[config.mk]
export PLATFORM = sky130hd
export DESIGN_NAME = positional_byte_list
export DESIGN_NICKNAME = d
export VERILOG_FILES = /design/src/design/pbl_pkg.sv /design/src/design/pbl_cell.sv /design/src/design/positional_byte_list.sv
export SDC_FILE = /design/constraint.sdc
export NUM_CORES = 1
export LEC_CHECK = 0
export ABC_AREA = 1
export BUFFER_PORTS_ARGS = -buffer_cell sky130_fd_sc_hd__buf_2
export CORE_UTILIZATION = 35
export CTS_CLUSTER_SIZE = 30
export DETAILED_ROUTE_END_ITERATION = 10
export PLACE_DENSITY = 0.6
export REMOVE_ABC_BUFFERS = 1
export SYNTH_ARGS = -nofsm -noshare
export SYNTH_HDL_FRONTEND = slang
export SYNTH_SLANG_ARGS = --single-unit
[constraint.sdc]
create_clock -name aclk -period 3.6 [get_ports aclk]
set_input_delay 0 -clock aclk [delete_from_list [all_inputs] [get_ports aclk]]
set_output_delay 0 -clock aclk [all_outputs]
set_load 0.05 [all_outputs]
[src/design/pbl_pkg.sv]
// ----------------------------------------------------------------------------
// pbl_pkg: shared types for the positional byte list
// Operation and status codes, control state, and the command that is
// broadcast to every storage cell of the list.
// ----------------------------------------------------------------------------
package pbl_pkg;

    // Index width into the cell row; covers rows of up to 64 cells
    localparam int IDX_MAX_W = 6;

    typedef enum logic [2:0] {
        OP_CLEAR    = 3'd0,
        OP_INS_HEAD = 3'd1,
        OP_INS_TAIL = 3'd2,
        OP_INS_POS  = 3'd3,
        OP_RM_HEAD  = 3'd4,
        OP_RM_TAIL  = 3'd5,
        OP_RM_POS   = 3'd6,
        OP_READ     = 3'd7
    } pbl_op_t;

    typedef enum logic [2:0] {
        ST_DONE   = 3'd0,
        ST_EMPTY  = 3'd1,
        ST_BADPOS = 3'd2,
        ST_FULL   = 3'd3,
        ST_ELEM   = 3'd4
    } pbl_status_t;

    typedef enum logic [0:0] {
        PBL_IDLE = 1'b0,
        PBL_READ = 1'b1
    } pbl_state_t;

    // What each cell does this cycle
    typedef enum logic [1:0] {
        CMD_HOLD = 2'd0,
        CMD_INS  = 2'd1,
        CMD_DEL  = 2'd2,
        CMD_ROT  = 2'd3
    } pbl_cmd_t;

    typedef struct packed {
        pbl_cmd_t               cmd;
        logic [IDX_MAX_W-1:0]   tgt;       // insert or remove index
        logic [IDX_MAX_W-1:0]   last_idx;  // index of the tail element
        logic [7:0]             value;     // byte to insert
    } pbl_ctrl_t;

endpackage

[src/design/pbl_cell.sv]
// ----------------------------------------------------------------------------
// pbl_cell: one storage cell of the list
// Holds one byte and, on the broadcast command, takes the byte of its left
// or right neighbor, the new value, or the head byte to close the ring.
// ----------------------------------------------------------------------------
module pbl_cell #(
    parameter int IDX = 0
) (
    input  logic              aclk,
    input  pbl_pkg::pbl_ctrl_t ctrl,
    input  logic [7:0]        left_i,
    input  logic [7:0]        right_i,
    input  logic [7:0]        head_i,
    output logic [7:0]        q_o
);
    import pbl_pkg::*;

    localparam logic [IDX_MAX_W-1:0] MY_IDX = IDX_MAX_W'(IDX);

    logic [7:0] cell_reg;
    logic [7:0] cell_next;

    // Select the byte this cell holds next
    always_comb begin
        cell_next = cell_reg;
        case (ctrl.cmd)
            CMD_INS: begin
                if (MY_IDX > ctrl.tgt) begin
                    cell_next = left_i;
                end else if (MY_IDX == ctrl.tgt) begin
                    cell_next = ctrl.value;
                end
            end
            CMD_DEL: begin
                if (MY_IDX >= ctrl.tgt) begin
                    cell_next = right_i;
                end
            end
            CMD_ROT: begin
                if (MY_IDX < ctrl.last_idx) begin
                    cell_next = right_i;
                end else if (MY_IDX == ctrl.last_idx) begin
                    cell_next = head_i;
                end
            end
            default: cell_next = cell_reg;
        endcase
    end

    always_ff @(posedge aclk) begin
        cell_reg <= cell_next;
    end

    assign q_o = cell_reg;

endmodule

[src/design/positional_byte_list.sv]
// ----------------------------------------------------------------------------
// positional_byte_list: ordered list of bytes with positional insert/remove
// A row of shifting cells holds the list, head in cell 0. Inserts and most
// removes shift part of the row by one; read out rotates the used part of
// the row through cell 0, one element per cycle unless the m_ side stalls.
// ----------------------------------------------------------------------------
//
//  channel  | dir | tdata                          | tuser     | tlast
//  ---------+-----+--------------------------------+-----------+-------------
//  s_       | in  | [7:0] value, [12:8] position   | [2:0] op  | -
//  m_       | out | [7:0] data,  [12:8] count      | [2:0] stat| last result
//
//  Every operation but read out of a non-empty list leaves one result in the
//  output register. Read out first takes the element count and then emits the
//  elements head first, driven by the rotation of the cell row through cell 0;
//  the input is not ready until the last element has been loaded into the output register.
//  A stalled m_ side holds the output register and the row until taken.
//  Reset clears the count and the control state; cell contents are not reset.
//
module positional_byte_list #(
    parameter int CAPACITY = 16
) (
    input  logic        aclk,
    input  logic        aresetn,
    input  logic        s_tvalid,
    output logic        s_tready,
    input  logic [15:0] s_tdata,   // [7:0] value, [12:8] position, zero fill
    input  logic [2:0]  s_tuser,   // [2:0] op
    output logic        m_tvalid,
    input  logic        m_tready,
    output logic [15:0] m_tdata,   // [7:0] data, [12:8] count, zero fill
    output logic [2:0]  m_tuser,   // [2:0] status
    output logic        m_tlast
);
    import pbl_pkg::*;

    localparam int CNT_W = $clog2(CAPACITY + 1);

    pbl_state_t         state_reg, state_next;
    logic [CNT_W-1:0]   fill_reg, fill_next;
    logic [CNT_W-1:0]   rd_left_reg, rd_left_next;

    logic               m_tvalid_reg;
    pbl_status_t        m_status_reg, status_next;
    logic [7:0]         m_data_reg, data_next;
    logic [4:0]         m_count_reg;
    logic               m_last_reg, last_next;
    logic               out_load;

    pbl_ctrl_t          ctrl;
    logic [7:0]         cell_q [CAPACITY];

    logic               slot_free;
    logic               s_fire;
    pbl_op_t            op;
    logic [7:0]         pos_x;
    logic [7:0]         fill_x;
    logic               pos_ok;
    logic               is_empty;
    logic               is_full;
    logic [CNT_W+4:0]   cnt_wide;

    // Handshake
    assign slot_free = !m_tvalid_reg || m_tready;
    assign s_tready  = (state_reg == PBL_IDLE) && slot_free;
    assign s_fire    = s_tvalid && s_tready;

    // Request decode
    assign op       = pbl_op_t'(s_tuser);
    assign pos_x    = 8'(s_tdata[12:8]);
    assign fill_x   = 8'(fill_reg);
    assign pos_ok   = (pos_x != 8'd0) && (pos_x <= fill_x);
    assign is_empty = (fill_reg == '0);
    assign is_full  = (fill_reg == CNT_W'(CAPACITY));

    // Next state
    always_comb begin
        state_next = state_reg;
        case (state_reg)
            PBL_IDLE: begin
                if (s_fire && op == OP_READ && !is_empty) begin
                    state_next = PBL_READ;
                end
            end
            PBL_READ: begin
                if (slot_free && rd_left_reg == CNT_W'(1)) begin
                    state_next = PBL_IDLE;
                end
            end
            default: state_next = PBL_IDLE;
        endcase
    end

    // Cell commands, count update and result selection
    always_comb begin
        ctrl.cmd      = CMD_HOLD;
        ctrl.tgt      = '0;
        ctrl.last_idx = IDX_MAX_W'(fill_reg - CNT_W'(1));
        ctrl.value    = s_tdata[7:0];
        fill_next     = fill_reg;
        rd_left_next  = rd_left_reg;
        out_load      = 1'b0;
        status_next   = ST_DONE;
        data_next     = 8'h00;
        last_next     = 1'b1;
        case (state_reg)
            PBL_IDLE: begin
                if (s_fire) begin
                    out_load = 1'b1;
                    case (op)
                        OP_CLEAR: begin
                            fill_next = '0;
                        end
                        OP_INS_HEAD: begin
                            if (is_full) begin
                                status_next = ST_FULL;
                            end else begin
                                ctrl.cmd  = CMD_INS;
                                fill_next = fill_reg + CNT_W'(1);
                            end
                        end
                        OP_INS_TAIL: begin
                            if (is_full) begin
                                status_next = ST_FULL;
                            end else begin
                                ctrl.cmd  = CMD_INS;
                                ctrl.tgt  = IDX_MAX_W'(fill_reg);
                                fill_next = fill_reg + CNT_W'(1);
                            end
                        end
                        OP_INS_POS: begin
                            if (!pos_ok) begin
                                status_next = ST_BADPOS;
                            end else if (is_full) begin
                                status_next = ST_FULL;
                            end else begin
                                ctrl.cmd  = CMD_INS;
                                ctrl.tgt  = IDX_MAX_W'(s_tdata[12:8] - 5'd1);
                                fill_next = fill_reg + CNT_W'(1);
                            end
                        end
                        OP_RM_HEAD: begin
                            if (is_empty) begin
                                status_next = ST_EMPTY;
                            end else begin
                                ctrl.cmd  = CMD_DEL;
                                fill_next = fill_reg - CNT_W'(1);
                            end
                        end
                        OP_RM_TAIL: begin
                            if (is_empty) begin
                                status_next = ST_EMPTY;
                            end else begin
                                fill_next = fill_reg - CNT_W'(1);
                            end
                        end
                        OP_RM_POS: begin
                            if (is_empty) begin
                                status_next = ST_EMPTY;
                            end else if (!pos_ok) begin
                                status_next = ST_BADPOS;
                            end else begin
                                ctrl.cmd  = CMD_DEL;
                                ctrl.tgt  = IDX_MAX_W'(s_tdata[12:8] - 5'd1);
                                fill_next = fill_reg - CNT_W'(1);
                            end
                        end
                        OP_READ: begin
                            if (is_empty) begin
                                status_next = ST_EMPTY;
                            end else begin
                                out_load     = 1'b0;
                                rd_left_next = fill_reg;
                            end
                        end
                        default: out_load = 1'b1;
                    endcase
                end
            end
            PBL_READ: begin
                // Emit the head byte and rotate the used cells by one
                if (slot_free) begin
                    out_load     = 1'b1;
                    status_next  = ST_ELEM;
                    data_next    = cell_q[0];
                    last_next    = (rd_left_reg == CNT_W'(1));
                    ctrl.cmd     = CMD_ROT;
                    rd_left_next = rd_left_reg - CNT_W'(1);
                end
            end
            default: out_load = 1'b0;
        endcase
    end

    assign cnt_wide = (CNT_W + 5)'(fill_next);

    // Row of cells
    for (genvar i = 0; i < CAPACITY; i++) begin : g_cell
        logic [7:0] left_b;
        logic [7:0] right_b;
        if (i == 0) begin : g_first
            assign left_b = 8'h00;
        end else begin : g_mid_l
            assign left_b = cell_q[i-1];
        end
        if (i == CAPACITY - 1) begin : g_last
            assign right_b = cell_q[i];
        end else begin : g_mid_r
            assign right_b = cell_q[i+1];
        end
        pbl_cell #(
            .IDX (i)
        ) u_cell (
            .aclk    (aclk),
            .ctrl    (ctrl),
            .left_i  (left_b),
            .right_i (right_b),
            .head_i  (cell_q[0]),
            .q_o     (cell_q[i])
        );
    end

    // Control registers
    always_ff @(posedge aclk) begin
        if (!aresetn) begin
            state_reg    <= PBL_IDLE;
            fill_reg     <= '0;
            rd_left_reg  <= '0;
            m_tvalid_reg <= 1'b0;
        end else begin
            state_reg   <= state_next;
            fill_reg    <= fill_next;
            rd_left_reg <= rd_left_next;
            if (out_load) begin
                m_tvalid_reg <= 1'b1;
            end else if (m_tready) begin
                m_tvalid_reg <= 1'b0;
            end
        end
    end

    // Output register; hold while stalled
    always_ff @(posedge aclk) begin
        if (out_load) begin
            m_status_reg <= status_next;
            m_data_reg   <= data_next;
            m_count_reg  <= cnt_wide[4:0];
            m_last_reg   <= last_next;
        end
    end

    assign m_tvalid = m_tvalid_reg;
    assign m_tdata  = {3'b000, m_count_reg, m_data_reg};
    assign m_tuser  = m_status_reg;
    assign m_tlast  = m_last_reg;

`ifndef SYNTHESIS
    a_fill_bound: assert property (@(posedge aclk) disable iff (!aresetn)
        fill_reg <= CNT_W'(CAPACITY))
        else $error("list count above capacity");

    a_no_req_in_read: assert property (@(posedge aclk) disable iff (!aresetn)
        state_reg == PBL_READ |-> !s_tready)
        else $error("request taken during read out");

    a_single_result: assert property (@(posedge aclk) disable iff (!aresetn)
        s_fire && op != OP_READ |=> m_tvalid_reg && m_last_reg)
        else $error("single result missing or not marked last");

    a_read_end: assert property (@(posedge aclk) disable iff (!aresetn)
        state_reg == PBL_READ && slot_free && rd_left_reg == CNT_W'(1)
        |=> state_reg == PBL_IDLE && m_tvalid_reg && m_last_reg)
        else $error("read out did not end with a last element");
`endif

endmodule

# Word-level counts from Yosys, hierarchy flattened
# Index checks and enable logic that the tools add are counted.
[word_totals] ff_bits=157 in_bits=23 out_inout_bits=22 elab_cells=348
[op_classes] bitwise_logic=1 reduce_logical=37 mux=139 order_cmp=48 addsub=5 eq_ne=94
[ops] op="$mux 8" n=82
[ops] op="$pmux 8 s3" n=15
[ops] op="$eq 4x6->1 const A" n=16
[ops] op="$ne 3x1->1 const B" n=30
[ops] op="$reduce_and 4->1" n=17
[ops] op="$mux 5" n=11
[ops] op="$eq 3x6->1 const A" n=8
[ops] op="$gt 4x6->1 const A" n=8
[ops] op="$lt 4x6->1 const A" n=8
[ops] op="$ge 4x6->1 const A" n=7
[ops] op="$ne 2x1->1 const B" n=19
[ops] op="$pmux 5 s5" n=1
[ops] op="$eq 2x6->1 const A" n=4
[ops] op="$ge 3x6->1 const A" n=4
[ops] op="$gt 3x6->1 const A" n=4
[ops] op="$lt 3x6->1 const A" n=4
[ops] op="$pmux 6 s3" n=1
[ops] op="$pmux 8 s2" n=1
[ops] op="$mux 7" n=2
[ops] op="$eq 1x6->1 const A" n=2
[ops] op="$eq 3x3->1 const B" n=4
[ops] op="$ge 1x6->1 const A" n=2
[ops] op="$ge 2x6->1 const A" n=2
[ops] op="$gt 1x6->1 const A" n=2
[ops] op="37 further kinds" n=70

# Logic depth before layout (Yosys ltp)
# Gate-level depths: netlist of run 1.
[depth] word_depth=11 depth_mapped=19 depth_no_buf=18

# By module
# Synthesis of run 1 repeated with hierarchy kept, for this count alone.
[unflattened] hier_cells=2184 hier_area_um2=14547.7
[modules_own_cells] module="positional_byte_list" seq_area_each_um2=750.7 instances=1 cells_per_inst=275 area_each_um2=2038.2
[modules_own_cells] module="pbl_cell at g_cell[4].u_cell" seq_area_each_um2=240.2 instances=1 cells_per_inst=140 area_each_um2=964.7
[modules_own_cells] module="pbl_cell at g_cell[12].u_cell" seq_area_each_um2=240.2 instances=1 cells_per_inst=141 area_each_um2=865.8
[modules_own_cells] module="pbl_cell at g_cell[8].u_cell" seq_area_each_um2=240.2 instances=1 cells_per_inst=136 area_each_um2=818.3
[modules_own_cells] module="pbl_cell at g_cell[9].u_cell" seq_area_each_um2=240.2 instances=1 cells_per_inst=126 area_each_um2=818.3
[modules_own_cells] module="pbl_cell at g_cell[10].u_cell" seq_area_each_um2=240.2 instances=1 cells_per_inst=124 area_each_um2=813.3
[modules_own_cells] module="pbl_cell at g_cell[7].u_cell" seq_area_each_um2=240.2 instances=1 cells_per_inst=132 area_each_um2=798.3
[modules_own_cells] module="pbl_cell at g_cell[13].u_cell" seq_area_each_um2=240.2 instances=1 cells_per_inst=119 area_each_um2=787.0
[modules_own_cells] module="pbl_cell at g_cell[1].u_cell" seq_area_each_um2=240.2 instances=1 cells_per_inst=120 area_each_um2=772.0
[modules_own_cells] module="pbl_cell at g_cell[2].u_cell" seq_area_each_um2=240.2 instances=1 cells_per_inst=101 area_each_um2=765.7
[modules_own_cells] module="pbl_cell at g_cell[3].u_cell" seq_area_each_um2=240.2 instances=1 cells_per_inst=117 area_each_um2=755.7
[modules_own_cells] module="pbl_cell at g_cell[5].u_cell" seq_area_each_um2=240.2 instances=1 cells_per_inst=118 area_each_um2=754.5
[modules_own_cells] module="pbl_cell at g_cell[11].u_cell" seq_area_each_um2=240.2 instances=1 cells_per_inst=117 area_each_um2=752.0
[modules_own_cells] module="pbl_cell at g_cell[15].u_cell" seq_area_each_um2=240.2 instances=1 cells_per_inst=120 area_each_um2=752.0
[modules_own_cells] module="+3 rows"

# Worst setup path after synthesis of run 1
# No wires, ideal clock.
[synth_path] path_kind="register -> register" start="register m_tvalid_reg, in the netlist m_tvalid" end="register g_cell[1].u_cell.cell_reg[0] (enable)" period_less_slack_ps=3288 setup_time_ps=395 t_required_ps=3205 path_slack_ps=312 path_buffers=0 path_stages_with_launch=12 t_arrival_ps=2893 cell_sequence="dfxtp_1 inv_1 nor2_1 nor2_2 nand2_1 a21oi_1 inv_1 nor3_1 nand2_1 nand2_2 nor2_2 nor4_1"
[synth_via] elab_chain_len=9 elab_cells_between_ends=19 cone_classes="order compare: 2; eq/ne: 7; mux: 4; reduce/logical: 6"
[synth_rtl] element="from (decl)" line="positional_byte_list.sv:43" rtl="logic m_tvalid_reg;"
[synth_rtl] element="from (signal assigned)" line="positional_byte_list.sv:229" rtl="m_tvalid_reg <= 1'b0;"
[synth_rtl] element="from (signal assigned)" line="positional_byte_list.sv:235" rtl="m_tvalid_reg <= 1'b1;"
[synth_rtl] element="from (signal assigned)" line="positional_byte_list.sv:237" rtl="m_tvalid_reg <= 1'b0;"
[synth_rtl] element="$logic_not 1->1 *" line="positional_byte_list.sv:64" rtl="assign slot_free = !m_tvalid_reg || m_tready;"
[synth_rtl] element="$logic_or 1x1->1 *" line="positional_byte_list.sv:64"
[synth_rtl] element="$logic_and 1x1->1 *" line="positional_byte_list.sv:65" rtl="assign s_tready = (state_reg == PBL_IDLE) && slot_free;"
[synth_rtl] element="via s_tready" line="positional_byte_list.sv:26" rtl="output logic s_tready,"
[synth_rtl] element="$logic_and 1x1->1 *" line="positional_byte_list.sv:66" rtl="assign s_fire = s_tvalid && s_tready;"
[synth_rtl] element="$mux 8 *" line="positional_byte_list.sv:108" rtl="if (s_fire) begin"
[synth_rtl] element="$mux 6 or $pmux 2 s2 (tied branches)" line="positional_byte_list.sv:106" rtl="case (state_reg)"
[synth_rtl] element="$gt 1x6->1 (tied with other cells)" line="pbl_cell.sv:28" rtl="if (MY_IDX > ctrl.tgt) begin"
[synth_rtl] element="$ne 3x1->1 (no source line) (tied with other cells)"
[synth_rtl] element="$reduce_and 4->1 (no source line) *"
[synth_rtl] element="to (signal assigned)" line="pbl_cell.sv:51" rtl="cell_reg <= cell_next;"
[synth_rtl] element="to (decl)" line="pbl_cell.sv:20" rtl="logic [7:0] cell_reg;"
# Mark *: on every way through the listed nets, which the timed path passes. The rest lies on a longest branch.
# A chain may end at the register's enable or synchronous reset.

# Final worst setup path of run 1
[layout_path] start="register fill_reg[4]" end="register g_cell[11].u_cell.cell_reg[1] (data pin)"
[layout_via] elab_chain_len=10 elab_cells_between_ends=25 cone_classes="add/sub: 1; order compare: 3; eq/ne: 4; mux: 15; reduce/logical: 2"
[layout_rtl] element="from (decl)" line="positional_byte_list.sv:40" rtl="logic [CNT_W-1:0] fill_reg, fill_next;"
[layout_rtl] element="from (signal assigned)" line="positional_byte_list.sv:232" rtl="fill_reg <= fill_next;"
[layout_rtl] element="$le 5x5->1" line="positional_byte_list.sv:72" rtl="assign pos_ok = (pos_x != 8'd0) && (pos_x <= fill_x);"
[layout_rtl] element="$logic_and 1x1->1" line="positional_byte_list.sv:72"
[layout_rtl] element="$mux 8" line="positional_byte_list.sv:160" rtl="end else if (!pos_ok) begin"
[layout_rtl] element="$mux 8" line="positional_byte_list.sv:158" rtl="if (is_empty) begin"
[layout_rtl] element="$pmux 6 s3" line="positional_byte_list.sv:110" rtl="case (op)"
[layout_rtl] element="$mux 8" line="positional_byte_list.sv:108"
[layout_rtl] element="$mux 6" line="positional_byte_list.sv:106"
[layout_rtl] element="$gt 4x6->1" line="pbl_cell.sv:28"
[layout_rtl] element="$mux 8" line="pbl_cell.sv:28"
[layout_rtl] element="$pmux 8 s3 *" line="pbl_cell.sv:26" rtl="case (ctrl.cmd)"
[layout_rtl] element="via g_cell[11].u_cell.cell_next[1]" line="pbl_cell.sv:21" rtl="logic [7:0] cell_next;"
[layout_rtl] element="to (signal assigned)" line="pbl_cell.sv:51"
[layout_rtl] element="to (decl)" line="pbl_cell.sv:20"
# Marks and branches as above.

==> results of run 1 <==
[kinds of logic after synthesis]
| kind of cell | share of synthesized area [%] |
|---|---|
| and+or+nand+nor | 27.0 |
| xor gates and xnor gates | 0.629 |
| adders and majority gates | 1.60 |
| AOI/OAI and AO/OA | 16.7 |
| other | 0.0343 |
| buffers and inverters | 12.0 |
| DFF | 42.0 |
[cell usage after synthesis, types with 5 or more instances]
cell type,n
nand2_1,406
inv_1,255
edfxtp_1,145
o21ai_0,134
nand3_1,132
o22ai_1,59
nor2_1,57
a21oi_1,43
clkbuf_1,25
o21ai_1,20
inv_2,19
nand2_2,15
buf_2,14
ha_1,14
dfxtp_1,12
nor3_1,12
o21bai_1,12
o211ai_1,11
buf_4,9
nand4_1,8
nor2_4,8
a21oi_4,7
nor2_2,6
nand2_4,5
nand3_2,5
o21ai_2,5
[final timing paths]
path                              endpoint  slack, ns  cells past startpoint
hold reg to reg             rd_left_reg[2]       0.47                      2
setup reg to reg  g_cell[11].u_cell.q_o[1]       0.32                     15
setup / recovery  g_cell[11].u_cell.q_o[1]       0.32                     15
hold / removal     g_cell[6].u_cell.q_o[4]      0.004                      3
[routing by layer]
| metal | global-route usage [%] | vias up | wire length, um |
|---|---|---|---|
| met4 | 9.36 | 0 | 1150 |
| met2 | 34.3 | 518 | 15300 |
| met1 | 31.9 | 4725 | 15500 |
| met5 | 0 | - | 0 |
| met3 | 3.90 | 65 | 3360 |
| li1 | - | 4986 | - |
[power by group]
group	switching, W	internal (W)
logic	0.000764	0.000293
registers	0.0000695	0.00219
clock network	0.000859	0.00105
[layout make-up]
| cell class | count | area (um2) |
|---|---|---|
| clock inverter | 15 | 176 |
| inverter | 275 | 1030 |
| timing repair buffer | 79 | 537 |
| tap | 396 | 495 |
| multi-input combinational | 997 | 5040 |
| sequential | 157 | 4590 |
| clock buffer | 17 | 425 |
| fill | 3144 | 18400 |
[stage by stage]
stage          cells  util (%)  total power, W  cell area (um2)
2_1_floorplan   1429         -         0.00298            10700
3_3_place_gp    1895      37.8         0.00331            11600
3_5_place_dp    1895      37.8         0.00332            11600
4_1_cts         1936      40.1         0.00522            12300
5_1_grt         1936      40.1         0.00542            12300
6_report        1936      40.1         0.00522            12300
[repair_timing]
item,in CTS,in global routing
setup endpoints to repair,0,2
endpoints found under the hold margin,16,0
hold buffers,9,0
gates resized for setup,0,1
[critical path, stage by stage, from the launching register on]
cell and delay [ns]:
dfxtp_1 0.39, inv_1 0.08, ha_1 0.31, nand2_1 0.07, nor2_1 0.14, nand2_1 0.07, nand2_1 0.17, nand2_1 0.18
o21ai_1 0.16, nand2_1 0.31, nand2_2 0.20, buf_6 0.32, inv_2 0.10, buf_4 0.30, nand3_1 0.15, nand2_1 0.07
==> flow_metrics.py, run 1 <==
metrics = {
    "run_status": {
        "outcome": "complete, no violations",
    },
    "final_layout": {
        "antenna_cells": 0,
        "largest_reg_flops": 128,
        "fin_nets": 1564,
        "layout_common_cells": "nand2_1 (406), inv_1 (255), edfxtp_1 (145)",
        "layout_commonest_cell": "nand2_1",
        "drive_gt1_share_pct": 12.0,
        "area_growth_pct": 12.4,
    },
    "timing": {
        "rsz0062_at_grt": "no",
        "worst_slew_pin_slew_ns": 0.994,
        "min_period_over_period_pct": 91.1,
        "tns_ns": 0,
        "final.min_clock_period_ns": 3.28,
        "slew_headroom_pct": 33.6,
        "drv_slew": 0,
        "fin_ws_ns": 0.322,
        "max_freq_mhz": 305,
        "setup_violations": 0,
        "timing_hold_violations_final": 0,
        "skew_ns": 0.0146,
        "timing.hold.ws_ns": 0.00399,
    },
    "placement": {
        "globalplace.congestion": 0.938,
        "portBuffers": 38,
        "place_ws_ns": 0.315,
        "dp_hpwl_um": 25600,
    },
    "routing": {
        "avgViaCountPerCell": 5.32,
        "vias": 10300,
        "drt_wl_total_um": 35300,
        "drt_drc_violations_left": 0,
        "drt-initial-drc-count": 1253,
        "ant_nets": 0,
        "first_pass_iters": 6,
        "wl_per_cell_um": 18.3,
    },
    "setup_path": {
        "crit_required_ns": 3.80,
        "cp_max_fo": 40,
        "startpoint_type": "flip-flop",
        "crit_arrival_ns": 3.48,
        "criticalPathCategory": "reg2reg",
        "cp-end-kind": "flip-flop",
        "critPathLaunch": "fill_reg[4]",
        "worst_r2r_startpoint": "fill_reg[4]",
    },
    "logic_synthesis": {
        "postSynthCellCount": 1481,
        "yosysSeqAreaShare_pct": 42.0,
        "synth_seq_cells": 157,
        "synth.top_cell.area_share_pct": 39.8,
        "avgSynthCellArea_um2": 7.39,
        "synth-main-ff-cell": "edfxtp_1",
        "synth_area_leaders": "edfxtp_1 (40%), nand2_1 (14%), inv_1 (8.7%)",
        "synth_edf_count": 145,
        "yosysWarnings": 0,
        "synthDistinctLibCells": 47,
        "syn_area_mm2": 0.0109,
        "ys_async_sr_fraction_pct": 0,
        "yosys.area.top_type": "edfxtp_1",
    },
    "clock_tree": {
        "cts_buffers": 17,
        "clock_sinks": 157,
        "cts_buffer_depth": 2,
        "htree_levels": 4,
        "post_cts.repair.setup_buffers": 0,
        "clock_latency_ns": 0.45,
        "cts-root-buf": "clkbuf_16",
        "cts_tree": "yes",
        "clk_pin_slew_worst_paths_ns": 0.08,
    },
    "grt": {
        "grt_pass1_wl_um": 54500,
        "grt_max_degree": 51,
        "grt_overflow_total": 0,
        "grt_pass1_vias": 9330,
        "gr-usage-all-layers_pct": 22.7,
        "antenna_found_initial": 0,
    },
    "hold_path": {
        "min_from": "s_tdata[4]",
        "hold_class": "in2reg",
    },
    "die": {
        "die_y_um": 179,
        "rows": 64,
        "pin_count": 45,
        "die_area_mm2": 0.0320,
        "core_area_mm2": 0.0307,
        "start_util_pct": 35.7,
        "die_x_um": 179,
    },
    "run": {
        "maxCapViolations": 0,
    },
    "power": {
        "p_per_area_mw_per_mm2": 425,
        "p_leak_nw": 5.36,
        "vdd_drop_max_uv": 270,
    },
}
Power figures use the tool's default switching activity.
==> run 2, diff against run 1 <==
Settings changed: SYNTH_HIERARCHICAL from default to 1.
==> run 2 against run 1 <==
- power down 0.12%
- register-to-register slack worse by 0.03 ns
- clock-buffer cell count up 5
- clock power down 8%
- combinational power up 13%
- synthesized cell count up 47%
- largest cell class unchanged
- sequential share of layout area down 9.5 points
- design area up 34%
- highest routed layer unchanged
- non-clock buffer count up 31
- wire length up 34%
- critical path type unchanged
- first-iteration DRC count down 6.1%
==> flow_metrics.py, run 2 <==
metrics = {
    "run_status": {
        "outcome": "complete, no violations",
    },
    "final_layout": {
        "area_growth_pct": 13.3,
        "fin_nets": 2327,
        "num-fill-cells": 4304,
        "drive_gt1_share_pct": 16.0,
        "largest_reg_flops": 128,
        "antenna_cells": 0,
        "fin_area_mm2": 0.0165,
        "layout_common_cells": "nand2_1 (651), inv_1 (452), nand3_1 (337)",
        "layout_commonest_cell": "nand2_1",
    },
    "clock_tree": {
        "clock_latency_ns": 0.45,
        "cts_tree": "yes",
        "cts-root-buf": "clkbuf_16",
        "clock_sinks": 157,
        "clk_pin_slew_worst_paths_ns": 0.07,
        "cts_buffer_depth": 2,
        "cts_buffers": 17,
        "htree_levels": 4,
    },
    "grt": {
        "antenna_found_initial": 0,
        "gr-usage-all-layers_pct": 23.0,
        "grt_max_degree": 27,
        "grt_pass1_wl_um": 75300,
        "grt_overflow_total": 0,
        "grt_pass1_vias": 13900,
    },
    "timing": {
        "min_period_over_period_pct": 91.9,
        "rsz0062_at_grt": "no",
        "timing_hold_violations_final": 0,
        "worst_slew_pin_slew_ns": 1.30,
        "skew_ns": 0.0161,
        "final.min_clock_period_ns": 3.31,
        "slew_headroom_pct": 13.6,
        "timing.hold.ws_ns": 0.120,
        "max_freq_mhz": 302,
        "setup_violations": 0,
        "drv_slew": 0,
    },
    "logic_synthesis": {
        "synth_area_leaders": "edfxtp_1 (30%), nand2_1 (17%), inv_1 (12%)",
        "synth.most_common_cell": "nand2_1",
        "ys_async_sr_fraction_pct": 0,
        "synth_seq_cells": 157,
        "avgSynthCellArea_um2": 6.66,
        "syn_area_mm2": 0.0145,
        "postSynthCellCount": 2184,
        "synthDistinctLibCells": 56,
        "synthTopCellsByCount": "nand2_1 (654), inv_1 (452), nand3_1 (337), edfxtp_1 (145), nor2_1 (90)",
        "yosysSeqAreaShare_pct": 31.6,
        "synth_edf_count": 145,
        "yosys.area.top_type": "edfxtp_1",
        "yosysWarnings": 6,
        "synth.top_cell.area_share_pct": 29.9,
        "synth-main-ff-cell": "edfxtp_1",
    },
    "hold_path": {
        "worstHoldPathCells": 6,
        "hold_class": "in2reg",
    },
    "power": {
        "p_leak_nw": 8.62,
        "vdd_drop_max_uv": 253,
        "p_per_area_mw_per_mm2": 316,
    },
    "setup_path": {
        "slowest_delay_ns": 0.46,
        "startpoint_type": "flip-flop",
        "crit_arrival_ns": 3.51,
        "path_common_cell": "nand2_1",
        "rrSetupSlack_ns": 0.29,
        "cpMaxStageDelayCell": "nor2_4",
        "criticalPathCategory": "reg2reg",
        "critPathLaunch": "fill_reg[3]",
        "worst_r2r_startpoint": "fill_reg[3]",
        "r2r-end": "g_cell[12].u_cell/q_o[4]",
        "ff2ff_path_depth": 21,
        "crit_end": "g_cell[12].u_cell/q_o[4]",
        "cp-end-kind": "flip-flop",
        "crit_buf_inv": 5,
        "crit_required_ns": 3.80,
        "crit_chain": "inv_4, ha_1, nand2_1, nor2_1, nand2_1, nand2_2, nand2_2, inv_1, nand3_1, nand2_2, a22oi_2, nor2_4, buf_4, nand2_2, buf_4, nand2_4, nand2_1, nand3_1, nand2_1, inv_1, nand2_1",
        "critical_path.top_delay_family": "simple AND/OR/NAND/NOR gates",
        "path_depth": 21,
        "cp_max_fo": 17,
    },
    "routing": {
        "drt_drc_violations_left": 0,
        "first_pass_iters": 5,
        "drt_wl_total_um": 47500,
        "drt-initial-drc-count": 1176,
        "vias": 14500,
        "ant_nets": 0,
        "avgViaCountPerCell": 5.09,
        "wl_per_cell_um": 16.7,
    },
    "die": {
        "core_area_mm2": 0.0409,
        "pin_count": 45,
        "die_area_mm2": 0.0424,
        "die_x_um": 206,
        "start_util_pct": 35.5,
        "rows": 74,
        "die_y_um": 206,
    },
    "run": {
        "maxCapViolations": 0,
    },
    "placement": {
        "postPlaceCellArea_mm2": 0.0158,
        "globalplace.congestion": 0.869,
        "dp_hpwl_um": 33400,
        "portBuffers": 38,
    },
}
[run 2: per-stage QoR]
| step | setup TNS (ns) | instances | total power, W | util, % | setup slack (ns) |
|---|---|---|---|---|---|
| floorplan | -921.06 | 2164 | 0.00304 | - | -4.33 |
| global placement | 0 | 2794 | 0.00345 | 38.7 | 0.123 |
| detailed placement | 0 | 2794 | 0.00347 | 38.7 | 0.139 |
| CTS | 0 | 2831 | 0.00525 | 40.1 | 0.142 |
| global route | 0 | 2838 | 0.00545 | 40.3 | 0.0281 |
| finish | 0 | 2838 | 0.00522 | 40.3 | 0.293 |
[run 2: worst min path at each step]
stage	startpoint	to	slack [ns]
after global placement	aresetn	state_reg	0.31
after global routing	s_tuser[1]	fill_reg[4]	0.14
after detailed placement	aresetn	rd_left_reg[2]	0.33
final	s_tuser[1]	fill_reg[4]	0.12
after CTS	s_tuser[1]	fill_reg[4]	0.09
after floorplan	aresetn	state_reg	0.14
[run 2: repair_timing]
action,4_1_cts,5_1_grt
resized for setup,0,6
hold buffers,5,0
endpoints found under the hold margin,12,0
setup buffers,0,7
setup endpoints to repair,0,151
[run 2: logic make-up after synthesis]
group                      after synthesis  synth area share, %
adders and majority gates               11                0.946
buffers and inverters                  541                 15.6
AOI/OAI and AO/OA                      126                 5.79
DFF                                    157                 31.6
and+or+nand+nor                       1341                 45.7
xor gates and xnor gates                 7                0.421
other                                    1               0.0258
[run 2: layer usage]
| layer | global-route usage (%) | wire, um |
|---|---|---|
| met5 | 0 | 0 |
| met4 | 7.27 | 1170 |
| met3 | 3.44 | 2940 |
| met2 | 38.1 | 22000 |
| met1 | 30.7 | 21400 |
[run 2: power by group]
| part | total (W) | internal [W] | switching [W] |
|---|---|---|---|
| Clock | 0.00176 | 0.000956 | 0.000806 |
| Combinational | 0.00120 | 0.000364 | 0.000834 |
| Sequential | 0.00226 | 0.00214 | 0.000117 |
| Total | 0.00522 | 0.00346 | 0.00176 |
[run 2: area by class of cell]
type,count,area [um2],share of cell area [%]
clock buffer,22,485,2.94
timing repair buffer,110,785,4.76
multi-input combinational,1488,7810,47.4
tap,532,666,4.04
sequential,157,4590,27.9
inverter,519,2090,12.7
clock inverter,10,57.6,0.349
[run 2: worst register-to-register path: cells and delay by family, from the launching register on]
kind / cells / cell delay, ns
flops: 1 / 0.37
simple gates: 14 / 1.71
compound gates: 1 / 0.09
buf+inv: 5 / 0.62
fa+ha+maj: 1 / 0.27
